<file path="src/sv/kpl_pkg.sv">
// Shared types, constants and the microcode program of the keypad passcode lock.
`default_nettype none

package kpl_pkg;

	localparam int KEY_LENGTH = 4;
	localparam int KEY_W      = 8;
	localparam int LEN_W      = $clog2(KEY_LENGTH + 1);
	localparam int IDX_W      = (KEY_LENGTH > 1) ? $clog2(KEY_LENGTH) : 1;
	localparam int ATT_W      = 8;
	localparam int EVERY_W    = 4;
	localparam int WAIT_W     = 16;
	localparam int TICKS_W    = 32;
	localparam int EXP_W      = 4;
	localparam int DCNT_W     = $clog2(ATT_W);
	localparam int CFG_W      = 16;
	localparam int CFG_IDX_W  = 1;
	localparam int PC_W       = 5;

	localparam logic [KEY_W-1:0] KEY_HASH = 8'h23;
	localparam logic [KEY_W-1:0] KEY_STAR = 8'h2A;
	localparam logic [KEY_W-1:0] KEY_0    = 8'h30;
	localparam logic [KEY_W-1:0] KEY_9    = 8'h39;
	localparam logic [KEY_W-1:0] KEY_A    = 8'h41;
	localparam logic [KEY_W-1:0] KEY_D    = 8'h44;

	localparam logic [EVERY_W-1:0] EVERY_RST = 4'd3;
	localparam logic [WAIT_W-1:0]  WAIT_RST  = 16'd5000;

	typedef enum logic [CFG_IDX_W-1:0] {
		CFG_LOCKOUT_EVERY = 1'b0,
		CFG_WAIT_UNIT     = 1'b1
	} cfg_idx_t;

	typedef enum logic [1:0] {
		MODE_UNLOCK = 2'd0,
		MODE_VERIFY = 2'd1,
		MODE_NEW    = 2'd2
	} mode_t;

	typedef enum logic [3:0] {
		ST_NONE       = 4'd0,
		ST_TAKEN      = 4'd1,
		ST_REMOVED    = 4'd2,
		ST_UNLOCKED   = 4'd3,
		ST_WRONG      = 4'd4,
		ST_LOCKED     = 4'd5,
		ST_CHANGE     = 4'd6,
		ST_OLD_OK     = 4'd7,
		ST_NEW_STORED = 4'd8
	} status_t;

	typedef enum logic [3:0] {
		OP_NOP,
		OP_PUSH,
		OP_POP,
		OP_SET_VERIFY,
		OP_SET_NEW,
		OP_STORE,
		OP_CLEAR,
		OP_UNLOCK,
		OP_TICK,
		OP_WRONG,
		OP_DIV,
		OP_LOCK,
		OP_EMIT
	} op_t;

	typedef enum logic [3:0] {
		C_NONE,
		C_TICK,
		C_LOCKED,
		C_HASH,
		C_STAR,
		C_ENTRY,
		C_LONG,
		C_NOT_FULL,
		C_EMPTY,
		C_MODE2,
		C_MATCH,
		C_MODE1,
		C_DIV_MORE
	} cond_t;

	typedef struct packed {
		op_t             op;
		cond_t           cond;
		logic [PC_W-1:0] target;
		logic            done;
		status_t         status;
	} ctrl_t;

	typedef struct packed {
		op_t     op;
		logic    load;
		logic    emit;
		status_t status;
	} seq_ctl_t;

	typedef struct packed {
		logic tick;
		logic locked;
		logic hash;
		logic star;
		logic entry_ok;
		logic long_start;
		logic not_full;
		logic empty;
		logic mode2;
		logic match;
		logic mode1;
		logic div_more;
	} dp_flags_t;

	localparam logic [PC_W-1:0] S_DECODE  = 5'd0;
	localparam logic [PC_W-1:0] S_LOCKCHK = 5'd1;
	localparam logic [PC_W-1:0] S_HASHCHK = 5'd2;
	localparam logic [PC_W-1:0] S_STARCHK = 5'd3;
	localparam logic [PC_W-1:0] S_KEYCHK  = 5'd4;
	localparam logic [PC_W-1:0] S_NOTHING = 5'd5;
	localparam logic [PC_W-1:0] S_HASH    = 5'd6;
	localparam logic [PC_W-1:0] S_FULLCHK = 5'd7;
	localparam logic [PC_W-1:0] S_MODECHK = 5'd8;
	localparam logic [PC_W-1:0] S_CMP     = 5'd9;
	localparam logic [PC_W-1:0] S_WRONG   = 5'd10;
	localparam logic [PC_W-1:0] S_DIV     = 5'd11;
	localparam logic [PC_W-1:0] S_LOCK    = 5'd12;
	localparam logic [PC_W-1:0] S_STAR    = 5'd13;
	localparam logic [PC_W-1:0] S_POP     = 5'd14;
	localparam logic [PC_W-1:0] S_PUSH    = 5'd15;
	localparam logic [PC_W-1:0] S_CHANGE  = 5'd16;
	localparam logic [PC_W-1:0] S_STORE   = 5'd17;
	localparam logic [PC_W-1:0] S_MATCH   = 5'd18;
	localparam logic [PC_W-1:0] S_UNLOCK  = 5'd19;
	localparam logic [PC_W-1:0] S_OLD_OK  = 5'd20;
	localparam logic [PC_W-1:0] S_TICK    = 5'd21;
	localparam logic [PC_W-1:0] S_LOCKED  = 5'd22;
	localparam logic [PC_W-1:0] S_EMIT    = 5'd23;

	function automatic ctrl_t ucode(input logic [PC_W-1:0] pc);
		ctrl_t cw;
		case (pc)
			S_DECODE:  cw = '{OP_NOP,        C_TICK,     S_TICK,    1'b0, ST_NONE};
			S_LOCKCHK: cw = '{OP_NOP,        C_LOCKED,   S_LOCKED,  1'b0, ST_NONE};
			S_HASHCHK: cw = '{OP_NOP,        C_HASH,     S_HASH,    1'b0, ST_NONE};
			S_STARCHK: cw = '{OP_NOP,        C_STAR,     S_STAR,    1'b0, ST_NONE};
			S_KEYCHK:  cw = '{OP_NOP,        C_ENTRY,    S_PUSH,    1'b0, ST_NONE};
			S_NOTHING: cw = '{OP_NOP,        C_NONE,     S_EMIT,    1'b1, ST_NONE};
			S_HASH:    cw = '{OP_NOP,        C_LONG,     S_CHANGE,  1'b0, ST_NONE};
			S_FULLCHK: cw = '{OP_NOP,        C_NOT_FULL, S_NOTHING, 1'b0, ST_NONE};
			S_MODECHK: cw = '{OP_NOP,        C_MODE2,    S_STORE,   1'b0, ST_NONE};
			S_CMP:     cw = '{OP_NOP,        C_MATCH,    S_MATCH,   1'b0, ST_NONE};
			S_WRONG:   cw = '{OP_WRONG,      C_NONE,     S_EMIT,    1'b0, ST_NONE};
			S_DIV:     cw = '{OP_DIV,        C_DIV_MORE, S_DIV,     1'b0, ST_NONE};
			S_LOCK:    cw = '{OP_LOCK,       C_NONE,     S_EMIT,    1'b1, ST_WRONG};
			S_STAR:    cw = '{OP_NOP,        C_EMPTY,    S_NOTHING, 1'b0, ST_NONE};
			S_POP:     cw = '{OP_POP,        C_NONE,     S_EMIT,    1'b1, ST_REMOVED};
			S_PUSH:    cw = '{OP_PUSH,       C_NONE,     S_EMIT,    1'b1, ST_TAKEN};
			S_CHANGE:  cw = '{OP_SET_VERIFY, C_NONE,     S_EMIT,    1'b1, ST_CHANGE};
			S_STORE:   cw = '{OP_STORE,      C_NONE,     S_EMIT,    1'b1, ST_NEW_STORED};
			S_MATCH:   cw = '{OP_CLEAR,      C_MODE1,    S_OLD_OK,  1'b0, ST_NONE};
			S_UNLOCK:  cw = '{OP_UNLOCK,     C_NONE,     S_EMIT,    1'b1, ST_UNLOCKED};
			S_OLD_OK:  cw = '{OP_SET_NEW,    C_NONE,     S_EMIT,    1'b1, ST_OLD_OK};
			S_TICK:    cw = '{OP_TICK,       C_NONE,     S_EMIT,    1'b1, ST_NONE};
			S_LOCKED:  cw = '{OP_NOP,        C_NONE,     S_EMIT,    1'b1, ST_LOCKED};
			S_EMIT:    cw = '{OP_EMIT,       C_NONE,     S_DECODE,  1'b0, ST_NONE};
			default:   cw = '{OP_NOP,        C_NONE,     S_EMIT,    1'b1, ST_NONE};
		endcase
		return cw;
	endfunction

endpackage

`default_nettype wire

</file>
<file path="src/sv/kpl_intf.sv">
// Request and result channel interfaces of the keypad passcode lock.
`default_nettype none

interface kpl_req_if;
	logic                       valid;
	logic                       ready;
	logic                       command;
	logic [kpl_pkg::KEY_W-1:0]  key_code;
	logic                       long_press;

	modport source (output valid, command, key_code, long_press, input ready);
	modport sink   (input valid, command, key_code, long_press, output ready);
endinterface

interface kpl_rsp_if;
	logic                         valid;
	logic                         ready;
	logic [3:0]                   status;
	logic [kpl_pkg::LEN_W-1:0]    entered_count;
	logic [kpl_pkg::ATT_W-1:0]    attempt_count;
	logic                         locked_out;
	logic [1:0]                   entry_mode;
	logic [kpl_pkg::TICKS_W-1:0]  ticks_left;

	modport source (output valid, status, entered_count, attempt_count, locked_out,
		entry_mode, ticks_left, input ready);
	modport sink   (input valid, status, entered_count, attempt_count, locked_out,
		entry_mode, ticks_left, output ready);
endinterface

`default_nettype wire

</file>
<file path="src/sv/kpl_useq.sv">
// Microcode sequencer: step counter, control ROM, condition select and handshake.
`default_nettype none

module kpl_useq (
	input  wire logic               clk,
	input  wire logic               arst_n,
	input  wire logic               in_valid,
	output logic                    in_ready,
	output logic                    out_valid,
	input  wire logic               out_ready,
	input  wire kpl_pkg::dp_flags_t flags,
	output kpl_pkg::seq_ctl_t       ctl
);

	logic [kpl_pkg::PC_W-1:0] pc_q;
	logic [kpl_pkg::PC_W-1:0] pc_nxt;
	logic                     busy_q;
	logic                     busy_nxt;
	logic                     out_valid_q;
	kpl_pkg::status_t         status_q;
	kpl_pkg::status_t         status_nxt;
	kpl_pkg::ctrl_t           cw;
	logic                     cond_true;
	logic                     slot_free;
	logic                     in_acc;
	logic                     emit;

	assign cw        = kpl_pkg::ucode(pc_q);
	assign slot_free = !out_valid_q || out_ready;
	assign in_ready  = !busy_q;
	assign in_acc    = in_valid && !busy_q;
	assign emit      = busy_q && (cw.op == kpl_pkg::OP_EMIT) && slot_free;
	assign out_valid = out_valid_q;

	always_comb begin
		case (cw.cond)
			kpl_pkg::C_NONE:     cond_true = 1'b0;
			kpl_pkg::C_TICK:     cond_true = flags.tick;
			kpl_pkg::C_LOCKED:   cond_true = flags.locked;
			kpl_pkg::C_HASH:     cond_true = flags.hash;
			kpl_pkg::C_STAR:     cond_true = flags.star;
			kpl_pkg::C_ENTRY:    cond_true = flags.entry_ok;
			kpl_pkg::C_LONG:     cond_true = flags.long_start;
			kpl_pkg::C_NOT_FULL: cond_true = flags.not_full;
			kpl_pkg::C_EMPTY:    cond_true = flags.empty;
			kpl_pkg::C_MODE2:    cond_true = flags.mode2;
			kpl_pkg::C_MATCH:    cond_true = flags.match;
			kpl_pkg::C_MODE1:    cond_true = flags.mode1;
			kpl_pkg::C_DIV_MORE: cond_true = flags.div_more;
			default:             cond_true = 1'b0;
		endcase
	end

	// next step
	always_comb begin
		pc_nxt     = pc_q;
		busy_nxt   = busy_q;
		status_nxt = status_q;
		if (!busy_q) begin
			if (in_acc) begin
				busy_nxt = 1'b1;
				pc_nxt   = kpl_pkg::S_DECODE;
			end
		end else if (cw.op == kpl_pkg::OP_EMIT) begin
			if (slot_free) begin
				busy_nxt = 1'b0;
				pc_nxt   = kpl_pkg::S_DECODE;
			end
		end else if (cw.done) begin
			pc_nxt     = kpl_pkg::S_EMIT;
			status_nxt = cw.status;
		end else if (cond_true) begin
			pc_nxt = cw.target;
		end else begin
			pc_nxt = pc_q + kpl_pkg::PC_W'(1);
		end
	end

	// datapath control
	always_comb begin
		ctl.op     = (busy_q && cw.op != kpl_pkg::OP_EMIT) ? cw.op : kpl_pkg::OP_NOP;
		ctl.load   = in_acc;
		ctl.emit   = emit;
		ctl.status = status_q;
	end

	always_ff @(posedge clk or negedge arst_n) begin
		if (!arst_n) begin
			pc_q        <= kpl_pkg::S_DECODE;
			busy_q      <= 1'b0;
			out_valid_q <= 1'b0;
			status_q    <= kpl_pkg::ST_NONE;
		end else begin
			pc_q     <= pc_nxt;
			busy_q   <= busy_nxt;
			status_q <= status_nxt;
			if (emit) begin
				out_valid_q <= 1'b1;
			end else if (out_ready) begin
				out_valid_q <= 1'b0;
			end
		end
	end

endmodule

`default_nettype wire

</file>
<file path="src/sv/kpl_dpath.sv">
// Datapath: key buffers, counters, lockout timer, serial divider and result register.
`default_nettype none

module kpl_dpath (
	input  wire logic                            clk,
	input  wire logic                            arst_n,
	input  wire kpl_pkg::seq_ctl_t               ctl,
	input  wire logic                            in_command,
	input  wire logic [kpl_pkg::KEY_W-1:0]       in_key_code,
	input  wire logic                            in_long_press,
	input  wire logic                            cfg_we,
	input  wire logic [kpl_pkg::CFG_IDX_W-1:0]   cfg_index,
	input  wire logic [kpl_pkg::CFG_W-1:0]       cfg_data,
	output kpl_pkg::dp_flags_t                   flags,
	output logic [3:0]                           status,
	output logic [kpl_pkg::LEN_W-1:0]            entered_count,
	output logic [kpl_pkg::ATT_W-1:0]            attempt_count,
	output logic                                 locked_out,
	output logic [1:0]                           entry_mode,
	output logic [kpl_pkg::TICKS_W-1:0]          ticks_left
);

	localparam int KL = kpl_pkg::KEY_LENGTH;
	localparam int KW = kpl_pkg::KEY_W;

	logic                              cmd_q;
	logic [KW-1:0]                     key_q;
	logic                              lp_q;
	logic [KW-1:0]                     entry_q  [KL];
	logic [KW-1:0]                     stored_q [KL];
	logic [kpl_pkg::LEN_W-1:0]         len_q;
	logic [kpl_pkg::ATT_W-1:0]         att_q;
	logic [kpl_pkg::TICKS_W-1:0]       lock_q;
	kpl_pkg::mode_t                    mode_q;
	logic [kpl_pkg::EVERY_W-1:0]       every_q;
	logic [kpl_pkg::WAIT_W-1:0]        wait_q;
	logic [kpl_pkg::EVERY_W-1:0]       rem_q;
	logic [kpl_pkg::ATT_W-1:0]         quo_q;
	logic [kpl_pkg::DCNT_W-1:0]        dcnt_q;
	logic [3:0]                        res_status_q;
	logic [kpl_pkg::LEN_W-1:0]         res_len_q;
	logic [kpl_pkg::ATT_W-1:0]         res_att_q;
	logic                              res_locked_q;
	logic [1:0]                        res_mode_q;
	logic [kpl_pkg::TICKS_W-1:0]       res_ticks_q;

	logic [KL*KW-1:0]                  entry_flat;
	logic [KL*KW-1:0]                  stored_flat;
	logic                              is_key;
	logic [kpl_pkg::ATT_W-1:0]         att_inc;
	logic [kpl_pkg::EVERY_W-1:0]       d_eff;
	logic [kpl_pkg::EVERY_W:0]         div_trial;
	logic                              div_ge;
	logic [kpl_pkg::EVERY_W:0]         div_diff;
	logic [kpl_pkg::EVERY_W-1:0]       rem_nxt;
	logic [kpl_pkg::EXP_W-1:0]         lock_exp;
	logic [kpl_pkg::TICKS_W-1:0]       lock_load;
	logic                              lock_hit;

	always_comb begin
		for (int i = 0; i < KL; i++) begin
			entry_flat[i*KW +: KW]  = entry_q[i];
			stored_flat[i*KW +: KW] = stored_q[i];
		end
	end

	assign is_key = ((key_q >= kpl_pkg::KEY_0) && (key_q <= kpl_pkg::KEY_9))
		|| ((key_q >= kpl_pkg::KEY_A) && (key_q <= kpl_pkg::KEY_D));

	always_comb begin
		flags.tick       = cmd_q;
		flags.locked     = (lock_q != '0);
		flags.hash       = (key_q == kpl_pkg::KEY_HASH);
		flags.star       = (key_q == kpl_pkg::KEY_STAR);
		flags.entry_ok   = is_key && (len_q < kpl_pkg::LEN_W'(KL));
		flags.long_start = lp_q && (len_q == '0) && (mode_q != kpl_pkg::MODE_VERIFY)
			&& (mode_q != kpl_pkg::MODE_NEW);
		flags.not_full   = (len_q != kpl_pkg::LEN_W'(KL));
		flags.empty      = (len_q == '0);
		flags.mode2      = (mode_q == kpl_pkg::MODE_NEW);
		flags.match      = (entry_flat == stored_flat);
		flags.mode1      = (mode_q == kpl_pkg::MODE_VERIFY);
		flags.div_more   = (dcnt_q != kpl_pkg::DCNT_W'(kpl_pkg::ATT_W - 1));
	end

	// saturating attempt count and restoring divide step
	assign att_inc   = (att_q == '1) ? att_q : att_q + kpl_pkg::ATT_W'(1);
	assign d_eff     = (every_q == '0) ? kpl_pkg::EVERY_W'(1) : every_q;
	assign div_trial = {rem_q, quo_q[kpl_pkg::ATT_W-1]};
	assign div_ge    = (div_trial >= {1'b0, d_eff});
	assign div_diff  = div_trial - {1'b0, d_eff};
	assign rem_nxt   = div_ge ? div_diff[kpl_pkg::EVERY_W-1:0]
		: div_trial[kpl_pkg::EVERY_W-1:0];

	assign lock_exp  = (quo_q > kpl_pkg::ATT_W'(16)) ? kpl_pkg::EXP_W'(15)
		: kpl_pkg::EXP_W'(quo_q - kpl_pkg::ATT_W'(1));
	assign lock_load = kpl_pkg::TICKS_W'(wait_q) << lock_exp;
	assign lock_hit  = (att_q > kpl_pkg::ATT_W'(1)) && (rem_q == '0);

	always_ff @(posedge clk or negedge arst_n) begin
		if (!arst_n) begin
			len_q   <= '0;
			att_q   <= '0;
			lock_q  <= '0;
			mode_q  <= kpl_pkg::MODE_NEW;
			every_q <= kpl_pkg::EVERY_RST;
			wait_q  <= kpl_pkg::WAIT_RST;
			dcnt_q  <= '0;
		end else begin
			if (cfg_we) begin
				case (kpl_pkg::cfg_idx_t'(cfg_index))
					kpl_pkg::CFG_LOCKOUT_EVERY: every_q <= cfg_data[kpl_pkg::EVERY_W-1:0];
					kpl_pkg::CFG_WAIT_UNIT:     wait_q  <= cfg_data[kpl_pkg::WAIT_W-1:0];
					default:                    ;
				endcase
			end
			case (ctl.op)
				kpl_pkg::OP_PUSH:       len_q  <= len_q + kpl_pkg::LEN_W'(1);
				kpl_pkg::OP_POP:        len_q  <= len_q - kpl_pkg::LEN_W'(1);
				kpl_pkg::OP_SET_VERIFY: mode_q <= kpl_pkg::MODE_VERIFY;
				kpl_pkg::OP_SET_NEW:    mode_q <= kpl_pkg::MODE_NEW;
				kpl_pkg::OP_STORE: begin
					mode_q <= kpl_pkg::MODE_UNLOCK;
					att_q  <= '0;
					len_q  <= '0;
				end
				kpl_pkg::OP_CLEAR:      len_q  <= '0;
				kpl_pkg::OP_UNLOCK:     att_q  <= '0;
				kpl_pkg::OP_TICK: begin
					if (lock_q != '0) begin
						lock_q <= lock_q - kpl_pkg::TICKS_W'(1);
					end
				end
				kpl_pkg::OP_WRONG: begin
					att_q  <= att_inc;
					len_q  <= '0;
					dcnt_q <= '0;
				end
				kpl_pkg::OP_DIV:        dcnt_q <= dcnt_q + kpl_pkg::DCNT_W'(1);
				kpl_pkg::OP_LOCK: begin
					if (lock_hit) begin
						lock_q <= lock_load;
					end
				end
				default: ;
			endcase
		end
	end

	always_ff @(posedge clk) begin
		if (ctl.load) begin
			cmd_q <= in_command;
			key_q <= in_key_code;
			lp_q  <= in_long_press;
		end
		if (ctl.op == kpl_pkg::OP_PUSH) begin
			entry_q[len_q[kpl_pkg::IDX_W-1:0]] <= key_q;
		end
		if (ctl.op == kpl_pkg::OP_STORE) begin
			for (int i = 0; i < KL; i++) begin
				stored_q[i] <= entry_q[i];
			end
		end
		if (ctl.op == kpl_pkg::OP_WRONG) begin
			rem_q <= '0;
			quo_q <= att_inc;
		end else if (ctl.op == kpl_pkg::OP_DIV) begin
			rem_q <= rem_nxt;
			quo_q <= {quo_q[kpl_pkg::ATT_W-2:0], div_ge};
		end
		if (ctl.emit) begin
			res_status_q <= ctl.status;
			res_len_q    <= len_q;
			res_att_q    <= att_q;
			res_locked_q <= (lock_q != '0);
			res_mode_q   <= mode_q;
			res_ticks_q  <= lock_q;
		end
	end

	assign status        = res_status_q;
	assign entered_count = res_len_q;
	assign attempt_count = res_att_q;
	assign locked_out    = res_locked_q;
	assign entry_mode    = res_mode_q;
	assign ticks_left    = res_ticks_q;

endmodule

`default_nettype wire

</file>
<file path="src/sv/keypad_passcode_lock_unit.sv">
// Top level of the keypad passcode lock: sequencer, datapath and channel wiring.
//
// Channel  Dir  Handshake      Contents
// req      in   valid/ready    command, key_code, long_press
// rsp      out  valid/ready    status, entered_count, attempt_count, locked_out,
//                              entry_mode, ticks_left
// cfg      in   cfg_we         cfg_index, cfg_data (0 lockout_every, 1 wait_unit_ticks)
//
// A request runs from acceptance to its result through the microcode steps: a tick
// takes the shortest path, a key is turned away early while locked out, and a wrong
// entry goes through the one-bit-a-cycle divider that finds the lockout point. The
// microcode step counter runs one request at a time.
// Reset leaves the lock asking for a first key; key stores are undefined until written.
// A waiting result sits in the result register; a stalled rsp holds the sequencer
// at its final step, and req is ready again once that result is registered.
`default_nettype none

module keypad_passcode_lock_unit (
	input  wire logic                                clk,
	input  wire logic                                arst_n,
	kpl_req_if.sink                                  req,
	kpl_rsp_if.source                                rsp,
	input  wire logic                                cfg_we,
	input  wire logic [kpl_pkg::CFG_IDX_W-1:0]       cfg_index,
	input  wire logic [kpl_pkg::CFG_W-1:0]           cfg_data
);

	kpl_pkg::seq_ctl_t  ctl;
	kpl_pkg::dp_flags_t flags;

	kpl_useq u_useq (
		.clk       (clk),
		.arst_n    (arst_n),
		.in_valid  (req.valid),
		.in_ready  (req.ready),
		.out_valid (rsp.valid),
		.out_ready (rsp.ready),
		.flags     (flags),
		.ctl       (ctl)
	);

	kpl_dpath u_dpath (
		.clk           (clk),
		.arst_n        (arst_n),
		.ctl           (ctl),
		.in_command    (req.command),
		.in_key_code   (req.key_code),
		.in_long_press (req.long_press),
		.cfg_we        (cfg_we),
		.cfg_index     (cfg_index),
		.cfg_data      (cfg_data),
		.flags         (flags),
		.status        (rsp.status),
		.entered_count (rsp.entered_count),
		.attempt_count (rsp.attempt_count),
		.locked_out    (rsp.locked_out),
		.entry_mode    (rsp.entry_mode),
		.ticks_left    (rsp.ticks_left)
	);

endmodule

`default_nettype wire
</file>
<file path="src/flat_wrapper.sv">
// flat-port wrapper written by rule: the top's interface ports become plain ports
module keypad_passcode_lock_unit_flat 
  (clk, arst_n, cfg_we, cfg_index, cfg_data, req_valid, req_command, req_key_code, req_long_press, req_ready, rsp_valid, rsp_status, rsp_entered_count, rsp_attempt_count, rsp_locked_out, rsp_entry_mode, rsp_ticks_left, rsp_ready);
  kpl_req_if req_i ();
  kpl_rsp_if rsp_i ();
  input  wire logic clk;
  input  wire logic arst_n;
  input  wire logic cfg_we;
  input  wire logic [kpl_pkg::CFG_IDX_W-1:0] cfg_index;
  input  wire logic [kpl_pkg::CFG_W-1:0] cfg_data;
  input wire logic [$bits(req_i.valid)-1:0] req_valid;
  input wire logic [$bits(req_i.command)-1:0] req_command;
  input wire logic [$bits(req_i.key_code)-1:0] req_key_code;
  input wire logic [$bits(req_i.long_press)-1:0] req_long_press;
  output wire logic [$bits(req_i.ready)-1:0] req_ready;
  output wire logic [$bits(rsp_i.valid)-1:0] rsp_valid;
  output wire logic [$bits(rsp_i.status)-1:0] rsp_status;
  output wire logic [$bits(rsp_i.entered_count)-1:0] rsp_entered_count;
  output wire logic [$bits(rsp_i.attempt_count)-1:0] rsp_attempt_count;
  output wire logic [$bits(rsp_i.locked_out)-1:0] rsp_locked_out;
  output wire logic [$bits(rsp_i.entry_mode)-1:0] rsp_entry_mode;
  output wire logic [$bits(rsp_i.ticks_left)-1:0] rsp_ticks_left;
  input wire logic [$bits(rsp_i.ready)-1:0] rsp_ready;
  assign req_i.valid = req_valid;
  assign req_i.command = req_command;
  assign req_i.key_code = req_key_code;
  assign req_i.long_press = req_long_press;
  assign req_ready = req_i.ready;
  assign rsp_valid = rsp_i.valid;
  assign rsp_status = rsp_i.status;
  assign rsp_entered_count = rsp_i.entered_count;
  assign rsp_attempt_count = rsp_i.attempt_count;
  assign rsp_locked_out = rsp_i.locked_out;
  assign rsp_entry_mode = rsp_i.entry_mode;
  assign rsp_ticks_left = rsp_i.ticks_left;
  assign rsp_i.ready = rsp_ready;
  keypad_passcode_lock_unit u_core (.clk(clk), .arst_n(arst_n), .req(req_i), .rsp(rsp_i), .cfg_we(cfg_we), .cfg_index(cfg_index), .cfg_data(cfg_data));
endmodule
</file>
<file path="config.mk">
export PLATFORM = sky130hd
export DESIGN_NAME = keypad_passcode_lock_unit_flat
export DESIGN_NICKNAME = d
export VERILOG_FILES = /design/src/sv/kpl_pkg.sv /design/src/sv/kpl_intf.sv /design/src/sv/kpl_useq.sv /design/src/sv/kpl_dpath.sv /design/src/sv/keypad_passcode_lock_unit.sv /design/src/flat_wrapper.sv
export SDC_FILE = /design/constraint.sdc
export NUM_CORES = 1
export LEC_CHECK = 0
export BUFFER_PORTS_ARGS = -buffer_cell sky130_fd_sc_hd__buf_2
export CAP_MARGIN = 20
export CORE_UTILIZATION = 56
export CTS_CLUSTER_SIZE = 40
export DETAILED_ROUTE_END_ITERATION = 8
export GPL_TIMING_DRIVEN = 1
export PLACE_DENSITY = 0.85
export SLEW_MARGIN = 20
export SYNTH_ARGS = -nofsm -noshare
export SYNTH_HDL_FRONTEND = slang
export SYNTH_SLANG_ARGS = --single-unit
</file>
<file path="constraint.sdc">
create_clock -name clk -period 14 [get_ports clk]
set_clock_uncertainty 0.2 [all_clocks]
set_input_delay 1.4 -clock clk [delete_from_list [all_inputs] [get_ports clk]]
set_output_delay 1.4 -clock clk [all_outputs]
set_load 0.01 [all_outputs]
</file>
==> impl_metrics.tcl <==
set metrics [dict create \
    ys_types 80 \
    cts_tree "built" \
    tns_ns 0 \
    wl_per_cell_um 19.4 \
    cp-end-kind "register" \
    grt_max_degree 80 \
    use_met1_pct 35.3 \
    layout.cells.non_filler 1322 \
    drc_errors 0 \
    nFillCells 1438 \
    seq_area_mm2 0.00603 \
    finalPower_w 0.00252 \
    synthTopCellsByArea "edfxtp_1 (36%), dfrtp_1 (16%), mux2i_1 (3.4%), xor2_1 (3.1%), o21ai_0 (2.8%)" \
    design_area_mm2 0.0126 \
    ys_ff_latch 215 \
    cts.path.max_buffers 3 \
    drtAntennaViolNets 0 \
    synth_nets 1016 \
    clockRootBuffer "clkbuf_16" \
    p_comb_share_pct 33.7 \
    die_x_um 143 \
    p_int_w 0.00159 \
    die-area_mm2 0.0204 \
    use_met3_pct 5.06 \
    drt_wl_total_mm 25.6 \
    clk_latency_ns 0.51 \
    seqPwrFrac_pct 40.4 \
    port_buffers 83 \
    pwr-share-clk_pct 25.9 \
    p_sw_share_pct 37.0 \
    whs_ns 0.248 \
    drive_gt1_share_pct 19.4 \
    tightest_slew_ns 1.16 \
    synth_top_area_share_pct 35.7 \
    hold_class "reg -> reg" \
    synth_top_flop_cell "edfxtp_1" \
    htreeDepth 1 \
    clock.fmax_ghz 0.237 \
    synth_edf_count 132 \
    drt_iter0_markers 960 \
    power.density_mw_per_mm2 199 \
    critPathMaxStageDelay_ns 0.94 \
    clk_pin_slew_ns 0.06 \
    maxCapViolations 0 \
    holdBufCountCts 0 \
    cts_resized 0 \
    via_count 8369 \
    grt_usage_pct 25.2 \
    syn_to_final_growth_pct 13.6 \
    slowest_stage "dfrtp_1" \
    yosysSeqAreaShare_pct 54.3 \
    drtPass1Iterations 8 \
    min_period_over_period_pct 30.2 \
    ys_warn_count 0 \
    p_switching_w 0.000932 \
    dp_hpwl_mm 17.3 \
    num-nets-final 1093 \
    criticalPathCategory "reg -> reg" \
    crit_fanout 32 \
    synthCells 962 \
    numCtsBuffers 23 \
    worstPathRequired_ns 14.20 \
    use_met2_pct 40.2 \
    core.rowCount 51 \
    rsz0062_at_grt "false" \
    postCtsSetupBuffers 0 \
    vias_per_cell 6.33 \
    worstSetupStartpointType "register" \
    netlist_area_mm2 0.0111 \
    relSlewSlack_pct 22.4 \
    period_minus_slack_ns 4.22 \
    dp_cells 1279 \
    crit_chain "inv_1 -> a21oi_1 -> o211ai_1 -> or3_1 -> o21ai_4 -> o21ai_0 -> o32a_1" \
    outcome "finished clean" \
    grt_overflow 0 \
    fp.coreArea_mm2 0.0195 \
    syn_area_per_cell_um2 11.6 \
    busiest_layer "met2" \
    crit_arrival_ns 4.42 \
    multiInputGateArea_mm2 0.00483 \
    gp_congestion 0.908 \
    grt_pass1_wl_mm 40.4 \
    ir_drop_mv 0.121 \
    finalSetupViolCount 0 \
    placed_area_mm2 0.0118 \
    final_hold_viol_count 0 \
    die_h_um 143 \
    floorplan.initialDensity_pct 57.1 \
    grt_pass1_vias 7795 \
    p_leak_nw 4.96 \
    synthTopCellsByCount "edfxtp_1 (132), nor2_1 (76), dfrtp_1 (71)" \
    async_reset_ff_share_pct 36.7 \
    ioPinCount 84 \
    grt_antenna_before_repair 1 \
    yosysMostFrequentCell "edfxtp_1" \
    slew_viol_final 0 \
    netlist.top_cell.by_area "edfxtp_1" \
    clock_sink_count 215 \
]
## through the flow
step                      utilization (%)  worst slack, ns
after global placement               60.6             9.84
after detailed placement             60.6             9.62
after global routing                 64.9             9.50
after floorplan                         -             9.32
after CTS                            64.8             9.52
final                                64.9             9.78
## layout make-up
type / count / share of cell area, %
inverter: 26 / 0.773
clock buffer: 25 / 4.62
multi-input combinational: 677 / 38.3
sequential: 215 / 47.8
antenna: 1 / 0.0198
tap: 265 / 2.63
timing repair buffer: 96 / 4.09
clock inverter: 17 / 1.85
## power groups by stage
stage	Clock, W	Sequential [W]	Combinational (W)
2_1_floorplan	0	0.000978	0.000631
3_3_place_gp	0	0.00101	0.000796
4_1_cts	0.000660	0.00101	0.000837
5_1_grt	0.000684	0.00104	0.000932
6_report	0.000651	0.00102	0.000849
3_5_place_dp	0	0.00102	0.000825
## sequential cells by signal, indices dropped and copies added, names as in the netlist, 2 cells and up
name / flops
u_core.u_dpath.entry_q: 32
u_core.u_dpath.lock_q: 32
u_core.u_dpath.stored_q: 32
u_core.u_dpath.ticks_left: 32
u_core.u_dpath.wait_q: 16
u_core.u_dpath.att_q: 8
u_core.u_dpath.attempt_count: 8
u_core.u_dpath.key_q: 8
u_core.u_dpath.quo_q: 8
u_core.u_useq.pc_q: 5
u_core.u_dpath.every_q: 4
u_core.u_dpath.rem_q: 4
u_core.u_dpath.status: 4
u_core.u_useq.status_q: 4
u_core.u_dpath.dcnt_q: 3
u_core.u_dpath.entered_count: 3
u_core.u_dpath.len_q: 3
u_core.u_dpath.entry_mode: 2
u_core.u_dpath.mode_q: 2
## per-layer routing
metal | routed length, um | up-vias
li1 | - | 3821
met1 | 10700 | 4052
met2 | 12100 | 439
met3 | 2190 | 57
met4 | 586 | 0
met5 | 0 | -
## cell families after synthesis
family          Yosys count  share of synthesized area (%)
simple gates            312                           15.0
flops                   215                           54.3
mux                      78                           8.79
fa+ha+maj                22                           2.61
compound gates          219                           13.2
xor+xnor                 46                           3.62
buf+inv                  70                           2.52
## cell usage in the layout (no fill, tap or decap), types with 8 or more instances in the layout
master | netlist | routed
mux2i_1 | 38 | 38
buf_4 | 0 | 12
nor3_1 | 28 | 26
mux2_2 | 27 | 27
inv_1 | 26 | 26
nor4_1 | 19 | 19
a31oi_1 | 8 | 8
mux4_2 | 13 | 13
or3_1 | 16 | 16
nand4_1 | 12 | 12
a21oi_1 | 47 | 46
dfrtp_1 | 71 | 71
nand3_1 | 19 | 19
nand2_1 | 70 | 70
xor2_1 | 39 | 39
dfstp_2 | 8 | 8
nor2_1 | 76 | 76
clkbuf_16 | 0 | 23
nand3b_1 | 8 | 8
buf_2 | 14 | 83
a22o_1 | 14 | 14
o211ai_1 | 8 | 8
edfxtp_1 | 132 | 132
ha_1 | 20 | 20
nand2b_1 | 16 | 16
o21ai_0 | 62 | 62
## worst paths after layout
kind / from / to / slack, ns / cells past startpoint
setup / recovery: u_core.u_useq.pc_q[2] / u_core.u_dpath.lock_q[17] / 9.78 / 7
hold / removal: u_core.u_useq.status_q[2] / u_core.u_dpath.status[2] / 0.25 / 0
setup reg to reg: u_core.u_useq.pc_q[2] / u_core.u_dpath.lock_q[17] / 9.78 / 7
hold reg to reg: u_core.u_useq.status_q[2] / u_core.u_dpath.status[2] / 0.25 / 0
max in group asynchronous: arst_n / u_core.u_useq.status_q[0] / 12.33 / 1
min in group asynchronous: arst_n / u_core.u_dpath.lock_q[10] / 0.73 / 1
## critical path: cells and delay by family, from the launching register on
kind            cells  cell delay, ns
compound gates      5            2.01
flops               1            0.94
simple gates        1            0.69
buf+inv             1            0.27
(Power assumes the default switching activity.)
